[src/hw/rtl/pts_pkg.sv]
// ----------------------------------------------------------------------------
// pts_pkg
// shared types and constants of the perspective texture span walker
// ----------------------------------------------------------------------------
package pts_pkg;

  localparam int Z_W      = 31;
  localparam int DIV_N_W  = 56;
  localparam int DIV_D_W  = 33;
  localparam int CNT_W    = 6;
  localparam logic [Z_W-1:0] SAT31 = {Z_W{1'b1}};
  localparam logic [3:0] LG_MAX = 4'd10;

  localparam logic [1:0] CMD_LOAD  = 2'd0;
  localparam logic [1:0] CMD_STEP  = 2'd1;
  localparam logic [1:0] CMD_CLEAR = 2'd2;

  localparam logic [1:0] REG_ZPREC = 2'd0;
  localparam logic [1:0] REG_TEXW  = 2'd1;
  localparam logic [1:0] REG_TEXH  = 2'd2;

  typedef enum logic [2:0] {
    ST_IDLE,
    ST_MUL,
    ST_ADD,
    ST_ZDIV,
    ST_UDIV,
    ST_VDIV,
    ST_EMIT
  } state_t;

  typedef struct packed {
    logic               start;
    logic [DIV_N_W-1:0] num;
    logic [DIV_D_W-1:0] den;
  } div_req_t;

  typedef struct packed {
    logic               done;
    logic [DIV_N_W-1:0] quot;
  } div_rsp_t;

endpackage

[src/hw/rtl/pts_divider.sv]
// ----------------------------------------------------------------------------
// pts_divider
// restoring unsigned divider, one quotient bit per cycle
// ----------------------------------------------------------------------------
module pts_divider (
  input  logic                clk,
  input  logic                rst_n,
  input  pts_pkg::div_req_t   req,
  output pts_pkg::div_rsp_t   rsp
);
  import pts_pkg::*;

  logic [DIV_N_W-1:0] num_r;
  logic [DIV_D_W-1:0] den_r;
  logic [DIV_D_W:0]   rem_r;
  logic [CNT_W-1:0]   cnt_r;
  logic               busy_r;
  logic               done_r;
  logic [DIV_D_W:0]   rem_sh;
  logic               ge;

  always_comb begin
    rem_sh = {rem_r[DIV_D_W-1:0], num_r[DIV_N_W-1]};
    ge     = rem_sh >= {1'b0, den_r};
  end

  always_ff @(posedge clk) begin
    if (!rst_n) begin
      busy_r <= 1'b0;
      done_r <= 1'b0;
      cnt_r  <= '0;
    end else begin
      done_r <= 1'b0;
      if (req.start) begin
        num_r  <= req.num;
        den_r  <= req.den;
        rem_r  <= '0;
        cnt_r  <= '0;
        busy_r <= 1'b1;
      end else if (busy_r) begin
        rem_r <= ge ? (rem_sh - {1'b0, den_r}) : rem_sh;
        num_r <= {num_r[DIV_N_W-2:0], ge};
        cnt_r <= cnt_r + 1'b1;
        if (cnt_r == CNT_W'(DIV_N_W - 1)) begin
          busy_r <= 1'b0;
          done_r <= 1'b1;
        end
      end
    end
  end

  assign rsp.done = done_r;
  assign rsp.quot = num_r;

endmodule

[config.mk]
export PLATFORM = sky130hd
export DESIGN_NAME = pts_divider
export DESIGN_NICKNAME = d
export VERILOG_FILES = /design/src/hw/rtl/pts_pkg.sv /design/src/hw/rtl/pts_divider.sv
export SDC_FILE = /design/constraint.sdc
export NUM_CORES = 1
export LEC_CHECK = 0
export ABC_AREA = 1
export BUFFER_PORTS_ARGS = -buffer_cell sky130_fd_sc_hd__buf_2
export CORE_UTILIZATION = 30
export CTS_BUF_LIST = sky130_fd_sc_hd__clkbuf_16
export DETAILED_ROUTE_END_ITERATION = 10
export GPL_TIMING_DRIVEN = 0
export PLACE_DENSITY_LB_ADDON = 0.05
export SYNTH_ARGS = -nofsm -noshare
export SYNTH_HDL_FRONTEND = slang
export SYNTH_SLANG_ARGS = --single-unit
[constraint.sdc]
create_clock -name clk -period 8.3 [get_ports clk]
set_clock_uncertainty 0.15 [all_clocks]
set_input_delay 0.83 -clock clk [delete_from_list [all_inputs] [get_ports clk]]
set_output_delay 0.83 -clock clk [all_outputs]
set_load 0.01 [all_outputs]
==> results.cfg, run 1 <==
[power]
ir_worst_vdd_uv = 128
p_leak_nw = 4.86
power.density_nw_per_um2 = 209

[cells_and_area]
synthToLayoutAreaGrowth_pct = 23.6
fin_util_pct = 38.2
final_common_cell = nand2_1
regArea_um2 = 3820
num-fill-cells = 2717
layout-drive-gt1-share_pct = 18.6
layout_common_cells = 395 x nand2_1, 152 x buf_2, 145 x inv_1, 126 x nor2_1, 122 x edfxtp_1
multiInputGateArea_um2 = 3360
nets = 1309

[flow_run]
cap_viol_max_count = 0

[synthesis]
synthCells = 1011
netlist_area_um2 = 7870
yosysWarnings = 0
syn_avg_cell_area_um2 = 7.79
ys_seq_area_share_pct = 48.6
ys_seq_elements = 130
ys_types = 38
syn-num-nets = 1138

[die]
die_y_um = 164
dieArea_um2 = 26900
pin_count = 149
start_util_pct = 30.9
core_area_um2 = 25500
die_x_um = 164
rows = 58

[run_status]
status = finished, final reports clean

[cts]
clk_pin_slew_ns = 0.07
root_buffer = clkbuf_16
tritoncts = yes
cts_max_level = 4
cts_hold_buf = 0
clk_latency_ns = 0.44
post_cts_buffers = 0
clock_path_buffers = 2
numCtsBuffers = 17
cts_repair_resize_count = 0
cts.sinks = 130

[grt]
grt_max_degree = 35
antenna_found_initial = 6
overflow = 0
grt_first_pass_wirelength_mm = 35.4
grt_pass1_vias = 6753
track_usage_pct = 17.5

[timing]
fin_setup_tns_ns = 0
period_share_pct = 33.3
holdWs_ns = 0.338
period_needed_ns = 2.77
setup_slack_ns = 5.53
finalSetupViolCount = 0
hold_viol = 0
tightest_slew_ns = 0.800
drv_slew = 0
rsz0062_at_grt = no
max_freq_ghz = 0.361
slew_headroom_pct = 46.6

[worst_setup_path]
r2r-start = num_r[55]$_DFFE_PP_
reg2regPathDepth = 14
regToRegEndpoint = rem_r[12]$_SDFFCE_PP0P_
path_max_fanout = 10
critical_path_class = reg2reg
crit_path_end = rem_r[12]$_SDFFCE_PP0P_
worstSetupEndpointType = register
crit_start = num_r[55]$_DFFE_PP_
cp_common_cell = nand2_2
slowest_stage = fa_1
slowest_delay_ns = 0.47
rrSetupSlack_ns = 5.53
crit_chain = inv_1 -> ha_1 -> inv_1 -> fa_1 -> nand3_1 -> nand3_2 -> nand2_2 -> nand2_2 -> nand2_2 -> nand2_4 -> inv_2 -> buf_6 -> nor2_1 -> nor2_1
critPathLaunchType = register
crit_required_ns = 8.40
worstPathArrival_ns = 2.87

[route]
vias = 6689
dr.first_iter.drc_count = 336
drt-pass1-iter-count = 5
vias_per_cell = 4.38
drtAntennaViolNets = 0
routed_wl_mm = 22.1
avgRoutedWirePerCell_um = 14.4
remaining_drc_errors = 0

[placed_design]
gp_congestion = 0.862
dp_hpwl_mm = 17.0
portBuffers = 148
place_ws_ns = 5.16

[worst_hold_path]
hp-class = reg2reg
how the worst min path moves through the flow:
stage	slack, ns	cells past startpoint	start	endpoint
after floorplan	0.31	2	cnt_r[1]$_SDFFE_PP0P_	cnt_r[1]$_SDFFE_PP0P_
after global placement	0.33	2	cnt_r[1]$_SDFFE_PP0P_	cnt_r[1]$_SDFFE_PP0P_
after detailed placement	0.33	2	cnt_r[1]$_SDFFE_PP0P_	cnt_r[1]$_SDFFE_PP0P_
after CTS	0.34	2	cnt_r[1]$_SDFFE_PP0P_	cnt_r[1]$_SDFFE_PP0P_
after global routing	0.38	2	cnt_r[1]$_SDFFE_PP0P_	cnt_r[1]$_SDFFE_PP0P_
final	0.34	2	cnt_r[1]$_SDFFE_PP0P_	cnt_r[1]$_SDFFE_PP0P_
metal layers:
layer | wire length [um] | GRT usage (%)
met1 | 10500 | 22.6
met2 | 9620 | 27.3
met3 | 1510 | 5.61
met4 | 422 | 6.06
met5 | 47 | 0
worst max-delay path, delay by kind of cell, from the launching register on:
family | cells | cell delay (ns)
adder cells (fa/ha/maj) | 2 | 0.60
buffers and inverters | 4 | 0.55
AND/OR/NAND/NOR | 8 | 0.86
flip-flops | 1 | 0.44
cells in the mapped netlist:
master	n	area (um^2)
o21bai_4	1	18.8
nand2_2	9	56.3
or2_2	2	12.5
ha_1	34	425
clkbuf_1	13	48.8
nand3_2	2	20.0
xor2_1	15	131
nor3_1	5	25.0
o21ai_0	27	135
o21bai_1	10	75.1
o21ai_1	3	15.0
inv_1	145	544
nand3b_1	3	22.5
nand4_1	7	43.8
dfxtp_1	8	160
buf_6	1	11.3
nand2_4	1	11.3
a21boi_0	1	7.51
buf_2	4	20.0
nor3b_1	3	22.5
buf_12	1	20.0
nor2_4	1	11.3
a21oi_1	27	135
a21o_1	1	7.51
nor4_1	2	12.5
nand2_1	395	1480
edfxtp_1	122	3660
buf_8	2	30.0
nor2_1	126	473
and2_1	1	6.26
o21a_1	1	7.51
nor2_2	6	37.5
inv_2	4	15.0
a21oi_2	2	17.5
buf_4	1	7.51
fa_1	1	20.0
nand3_1	23	115
buf_1	1	3.75
cell type report:
class | count | area share (%)
Sequential cell | 130 | 39.3
Buffer | 23 | 1.45
Multi-Input combinational cell | 709 | 34.5
Clock buffer | 19 | 4.88
Timing Repair Buffer | 152 | 8.66
Tap cell | 330 | 4.24
Clock inverter | 13 | 1.13
Antenna cell | 3 | 0.0771
Inverter | 149 | 5.75
metrics by stage:
| stage | power [mW] | cell area [um^2] | cells |
|---|---|---|---|
| after global routing | 2.16 | 9730 | 1525 |
| final | 2.04 | 9730 | 1528 |
| after global placement | 1.29 | 9030 | 1489 |
| after detailed placement | 1.29 | 9140 | 1493 |
| after floorplan | 1.14 | 7870 | 1011 |
| after CTS | 2.07 | 9730 | 1525 |
state kept, by name, summed over array words and instances, names as in the netlist:
| name | count |
|---|---|
| den_r | 33 |
| done_r | 1 |
| busy_r | 1 |
| rem_r | 33 |
| num_r | 56 |
| cnt_r | 6 |
cells by family after synthesis:
| kind of cell | count (synthesis) | share of synthesized area (%) |
|---|---|---|
| DFF | 130 | 48.6 |
| adders and majority gates | 35 | 5.66 |
| xor gates and xnor gates | 15 | 1.67 |
| buffers and inverters | 172 | 8.90 |
| and+or+nand+nor | 586 | 29.9 |
| AOI/OAI and AO/OA | 73 | 5.32 |
power by group:
part | internal [mW] | switching (mW) | total (mW)
combinational | 0.170 | 0.302 | 0.473
clock | 0.428 | 0.333 | 0.761
sequential | 0.781 | 0.0225 | 0.803
Note: power is estimated with default switching activity, not from simulation.
==> inputs of run 2 (changes only) <==
--- a/config.mk
+++ b/config.mk
@@ -5,7 +5,7 @@
 export SDC_FILE = /design/constraint.sdc
 export NUM_CORES = 1
 export LEC_CHECK = 0
-export ABC_AREA = 1
+export ABC_AREA = 0
 export BUFFER_PORTS_ARGS = -buffer_cell sky130_fd_sc_hd__buf_2
 export CORE_UTILIZATION = 30
 export CTS_BUF_LIST = sky130_fd_sc_hd__clkbuf_16
==> constraint.sdc (replaced) <==
create_clock -name clk -period 2.2 [get_ports clk]
set_clock_uncertainty 0.15 [all_clocks]
set_input_delay 0.22 -clock clk [delete_from_list [all_inputs] [get_ports clk]]
set_output_delay 0.22 -clock clk [all_outputs]
set_load 0.01 [all_outputs]
==> results.cfg, run 2 <==
[worst_setup_path]
path_max_fanout = 6
crit_chain = inv_1 -> ha_2 -> inv_2 -> fa_2 -> a21oi_4 -> o221ai_4 -> a221oi_4 -> o21ai_4 -> a21boi_2 -> o31a_2 -> o21ai_4 -> buf_4 -> buf_4 -> mux2i_1 -> nor2_1
crit_buf_inv = 4
critPathLaunchType = register
r2r-start = num_r[55]$_DFFE_PP_
critical_path_class = reg2reg
rrSetupSlack_ns = -1.10
slowest_stage = fa_2
reg2regPathDepth = 15
regToRegEndpoint = rem_r[32]$_SDFFCE_PP0P_
path_delay_family = compound AO/OA/AOI/OAI gates
slowest_delay_ns = 0.41
crit_required_ns = 2.19
worstSetupEndpointType = register
worstPathArrival_ns = 3.30

[grt]
overflow = 0
grt_max_degree = 46
grt_pass1_vias = 5918
grt_first_pass_wirelength_mm = 30.1
track_usage_pct = 15.8
antenna_found_initial = 0

[synthesis]
ys.flop_type = edfxtp_1
yosysMostFrequentCell = edfxtp_1
synthTopCellsByCount = 122 x edfxtp_1, 56 x mux2_2, 56 x nor2_1
ys_types = 57
synth-edff-count = 122
synth_top_area_cell = edfxtp_1
async_reset_ff_share_pct = 0
netlist_area_um2 = 7140
ys_seq_area_share_pct = 53.5
yosysWarnings = 0
syn_avg_cell_area_um2 = 12.2
ys_seq_elements = 130
synth.area.top_cells = edfxtp_1 51%, mux2_2 8.8%, ha_1 6.0%, mux2i_1 3.8%, nor2_1 2.9%
yosysTopAreaCellShare_pct = 51.3
syn-num-nets = 713
synthCells = 586

[timing]
hold_viol = 0
setup_slack_ns = -1.10
rsz0062_at_grt = yes
period_needed_ns = 3.30
finalSetupViolCount = 34
max_freq_ghz = 0.303
period_share_pct = 150
slew_headroom_pct = 50.4
fin_setup_tns_ns = -33.83
drv_slew = 0
tightest_slew_ns = 0.745

[placed_design]
portBuffers = 147
dp_hpwl_mm = 12.6
gp_congestion = 0.795
place_area_um2 = 8350

[route]
vias_per_cell = 4.66
remaining_drc_errors = 0
drtAntennaViolNets = 0
vias = 5536
routed_wl_mm = 18.2
dr.first_iter.drc_count = 200
drt-pass1-iter-count = 6
avgRoutedWirePerCell_um = 15.3

[cells_and_area]
layout-drive-gt1-share_pct = 34.3
fin_area_um2 = 10100
regMostFlops = num_r
fin_util_pct = 43.1
largest_reg_flops = 56
synthToLayoutAreaGrowth_pct = 41.3
nets = 983
final_common_cell = buf_2
top_regs = num_r x56, den_r x33, rem_r x33
num-fill-cells = 2282
n_antenna_cell = 0
layout_common_cells = 148 x buf_2, 122 x edfxtp_1, 89 x dlygate4sd3_1, 56 x mux2_2, 49 x nor2_1

[die]
dieArea_um2 = 24400
rows = 56
start_util_pct = 30.5
die_x_um = 156
core_area_um2 = 23400
die_y_um = 156
pin_count = 149

[run_status]
violations = negative setup slack
status = finished, violations left

[power]
power.density_nw_per_um2 = 776
p_leak_nw = 4.19
ir_worst_vdd_uv = 388

[worst_hold_path]
holdPathStages = 2
hold_end = done_r$_SDFF_PP0_
hold_start = rst_n
hp-class = in2reg

[cts]
numCtsBuffers = 17
clock_path_buffers = 2
clk_pin_slew_ns = 0.06
root_buffer = clkbuf_16
clk_latency_ns = 0.43
tritoncts = yes
cts_max_level = 4
cts.sinks = 130

[flow_run]
cap_viol_max_count = 0
-- run 2: cell type report --
type                            count  area [um^2]  area share (%)
Clock inverter                     15          150            1.49
Inverter                           43          165            1.64
Timing Repair Buffer              250         1760            17.5
Tap cell                          319          399            3.95
Clock buffer                       17          425            4.21
Sequential cell                   130         3820            37.9
Multi-Input combinational cell    392         3220            31.9
Buffer                             22          148            1.46
-- run 2: metrics by stage --
stage / cells / hold WS [ns] / power, mW / worst slack [ns]
final: 1188 / 0.0370 / 7.83 / -1.10
after global routing: 1188 / 0.0339 / 8.25 / -1.28
after CTS: 1186 / 0.00963 / 7.93 / -1.09
after detailed placement: 1053 / 0.248 / 4.78 / -1.38
after global placement: 1052 / 0.249 / 4.77 / -1.42
after floorplan: 586 / 0.169 / 4.31 / -0.927
-- run 2: metal layers --
layer  wire length, um  global-route usage (%)  vias to the layer above
met5                 0                       0                        -
met3              1160                    5.23                       13
met2              8590                    26.4                      138
met4               167                    4.95                        0
met1              8310                    19.3                     2659
li1                  -                       -                     2726
-- run 2: power breakdown --
part	switching (mW)	internal [mW]
clock network	1.23	1.59
registers	0.0911	2.95
logic	1.01	0.960
-- run 2: repair_timing --
action	CTS	global route
buffers inserted	10	3
endpoints found under the setup margin	157	67
hold buffers	89	0
resized for setup	26	10
gates cloned	2	0
pin swaps	9	9
endpoints found under the hold margin	89	0
-- run 2: kinds of logic (layout without fill, tap and decap cells) --
| family | Yosys count | after routing | share of synthesized area, % |
|---|---|---|---|
| muxes | 83 | 83 | 12.6 |
| AOI/OAI and AO/OA | 113 | 114 | 11.4 |
| and+or+nand+nor | 129 | 129 | 8.42 |
| xor gates and xnor gates | 31 | 31 | 3.80 |
| adders and majority gates | 35 | 35 | 6.23 |
| DFF | 130 | 130 | 53.5 |
| buffers and inverters | 65 | 347 | 4.01 |
-- run 2: how the worst max path moves through the flow --
stage / slack [ns] / end / cells past startpoint / from
finish: -1.10 / rem_r[32]$_SDFFCE_PP0P_ / 15 / num_r[55]$_DFFE_PP_
global route: -1.28 / rem_r[32]$_SDFFCE_PP0P_ / 15 / num_r[55]$_DFFE_PP_
CTS: -1.09 / rem_r[10]$_SDFFCE_PP0P_ / 15 / num_r[55]$_DFFE_PP_
detailed placement: -1.38 / rem_r[28]$_SDFFCE_PP0P_ / 13 / num_r[55]$_DFFE_PP_
global placement: -1.42 / rem_r[28]$_SDFFCE_PP0P_ / 13 / num_r[55]$_DFFE_PP_
floorplan: -0.93 / num_r[0]$_DFFE_PP_ / 13 / num_r[55]$_DFFE_PP_
-- run 2: worst reg2reg max path: stages, from the launching register on --
cell	delay (ns)
edfxtp_1	0.38
inv_1	0.07
ha_2	0.17
inv_2	0.04
fa_2	0.41
a21oi_4	0.19
o221ai_4	0.14
a221oi_4	0.34
o21ai_4	0.10
a21boi_2	0.20
o31a_2	0.21
o21ai_4	0.12
buf_4	0.17
buf_4	0.12
mux2i_1	0.14
nor2_1	0.06
==> inputs of run 3 (changes only) <==
--- a/config.mk
+++ b/config.mk
@@ -7,6 +7,7 @@
 export LEC_CHECK = 0
 export ABC_AREA = 0
 export BUFFER_PORTS_ARGS = -buffer_cell sky130_fd_sc_hd__buf_2
+export CORE_ASPECT_RATIO = 0.5
 export CORE_UTILIZATION = 30
 export CTS_BUF_LIST = sky130_fd_sc_hd__clkbuf_16
 export DETAILED_ROUTE_END_ITERATION = 10
==> results.cfg, run 3 (synthesized netlist as in run 2, its figures left out) <==
[power]
power.density_nw_per_um2 = 771
ir_worst_vdd_uv = 532
p_clk_share_pct = 35.4
p_seq_share_pct = 39.3
p_total_mw = 7.76
p_switching_mw = 2.22
internal_power_mw = 5.54
p_leak_nw = 4.18
comb_power_share_pct = 25.3
swShare_pct = 28.6

[timing]
max_freq_ghz = 0.297
period_share_pct = 153
holdWs_ns = 0.340
tightest_slew_ns = 0.858
slew_headroom_pct = 42.8
period_needed_ns = 3.36
hold_viol = 0
rsz0062_at_grt = yes
finalSetupViolCount = 34
drv_slew = 0
setup_slack_ns = -1.16

[cells_and_area]
synthToLayoutAreaGrowth_pct = 40.7
top_regs = num_r x56, den_r x33, rem_r x33
regMostFlops = num_r
n_antenna_cell = 0
final_cells = 1175
nets = 982
layout_common_cells = 148 x buf_2, 122 x edfxtp_1, 90 x dlygate4sd3_1, 56 x mux2_2, 49 x nor2_1
largest_reg_flops = 56
layout-drive-gt1-share_pct = 33.3
final_common_cell = buf_2

[worst_setup_path]
regToRegEndpoint = rem_r[1]$_SDFFCE_PP0P_
path_max_fanout = 10
worstPathArrival_ns = 3.37
critical_path_class = reg2reg
worstSetupEndpointType = register
reg2regPathDepth = 11
critPathLaunchType = register
r2r-start = rem_r[5]$_SDFFCE_PP0P_
crit_required_ns = 2.21
rrSetupSlack_ns = -1.16

[placed_design]
placed_cells = 1040
dp_hpwl_mm = 12.7
place_ws_ns = -1.47
portBuffers = 147
gp_congestion = 0.766

[route]
drt-pass1-iter-count = 7
vias_per_cell = 4.69
dr.first_iter.drc_count = 167
drtAntennaViolNets = 0
avgRoutedWirePerCell_um = 16.0
vias = 5514
remaining_drc_errors = 1
routed_wl_mm = 18.8

[cts]
numCtsBuffers = 17
clk_pin_slew_ns = 0.06
cts.sinks = 130
clock_path_buffers = 2
root_buffer = clkbuf_16
cts_max_level = 4
clk_latency_ns = 0.43
tritoncts = yes

[die]
die_x_um = 220
rows = 39
dieArea_um2 = 24500
die_y_um = 111
start_util_pct = 31.0
pin_count = 149
core_area_um2 = 23100

[grt]
grt_pass1_vias = 5807
overflow = 0
grt_first_pass_wirelength_mm = 30.6
grt_max_degree = 46
antenna_found_initial = 0
track_usage_pct = 16.4

[run_status]
violations = design-rule violations, negative setup slack
status = finished, violations left

[worst_hold_path]
hold_end = num_r[55]$_DFFE_PP_
holdPathStages = 2
hp-class = in2reg
hold_start = req[89]

[flow_run]
cap_viol_max_count = 0
[run 3: changes by cell type in the layout (fill, tap and decap cells not counted), moves of 2 or more]
cell,before,now
inv_6,5,0
inv_1,42,46
nor2_2,5,1
nor2_4,2,6
clkinv_4,4,2
ha_1,30,28
ha_4,3,5
inv_8,2,0
[run 3: critical path, cell delays in order (launching register included)]
cell      delay (ns)
edfxtp_1        0.43
ha_4            0.32
nand4_1         0.18
o221ai_4        0.30
a221oi_4        0.13
o21ai_4         0.23
a21boi_2        0.10
o31a_2          0.39
o21ai_4         0.34
buf_12          0.20
mux2i_2         0.26
nor2_1          0.06
[run 3: stage by stage]
step	instance area (um^2)	TNS, ns	util (%)
6_report	10100	-36.04	43.6
3_3_place_gp	8310	-99.63	36.0
2_1_floorplan	7190	-29.21	-
3_5_place_dp	8310	-85.65	36.0
5_1_grt	10100	-40.51	43.6
4_1_cts	10000	-37.14	43.4
[run 3: how the worst max path moves through the flow]
stage / start / endpoint / slack [ns] / cells past startpoint
final: rem_r[5]$_SDFFCE_PP0P_ / rem_r[1]$_SDFFCE_PP0P_ / -1.16 / 11
after floorplan: num_r[55]$_DFFE_PP_ / num_r[0]$_DFFE_PP_ / -0.93 / 13
after detailed placement: num_r[55]$_DFFE_PP_ / rem_r[28]$_SDFFCE_PP0P_ / -1.47 / 13
after global placement: num_r[55]$_DFFE_PP_ / rem_r[28]$_SDFFCE_PP0P_ / -1.52 / 13
after global routing: rem_r[5]$_SDFFCE_PP0P_ / rem_r[1]$_SDFFCE_PP0P_ / -1.27 / 11
after CTS: num_r[55]$_DFFE_PP_ / rem_r[25]$_SDFFCE_PP0P_ / -1.15 / 14
[run 3: layout make-up]
type                    count  area [um^2]
plain buffers              22          153
fillers                  2212        13000
flip-flops and latches    130         3820
clock inverters            15          131
repair buffers            249         1740
well taps                 307          384
clock buffers              17          425
multi-input cells         392         3230
inverters                  43          164
[run 3: layer usage]
layer / share of wire, % / GRT usage [%] / wire length, um / up-vias
met4: 0.97 / 4.14 / 183 / 0
met3: 5.6 / 5.90 / 1050 / 15
met2: 43 / 24.7 / 8120 / 107
met5: 0 / 0 / 0 / -
met1: 50 / 22.3 / 9420 / 2681
li1: - / - / - / 2711
[run 3: timing repair]
action                                 CTS  global route
resized for setup                       27            10
cloned                                   2             0
endpoints found under the hold margin   90             0
buffers inserted                         9             3
hold buffers                            90             0
pin swaps                                3             3
setup endpoints to repair              157            67
[run 3: power by group through the flow]
stage / logic, mW / registers (mW) / clock network (mW)
after floorplan: 1.21 / 3.11 / 0
after global placement: 1.69 / 3.09 / 0
after detailed placement: 1.69 / 3.09 / 0
after CTS: 1.96 / 3.05 / 2.83
after global routing: 2.18 / 3.07 / 2.94
final: 1.96 / 3.05 / 2.75
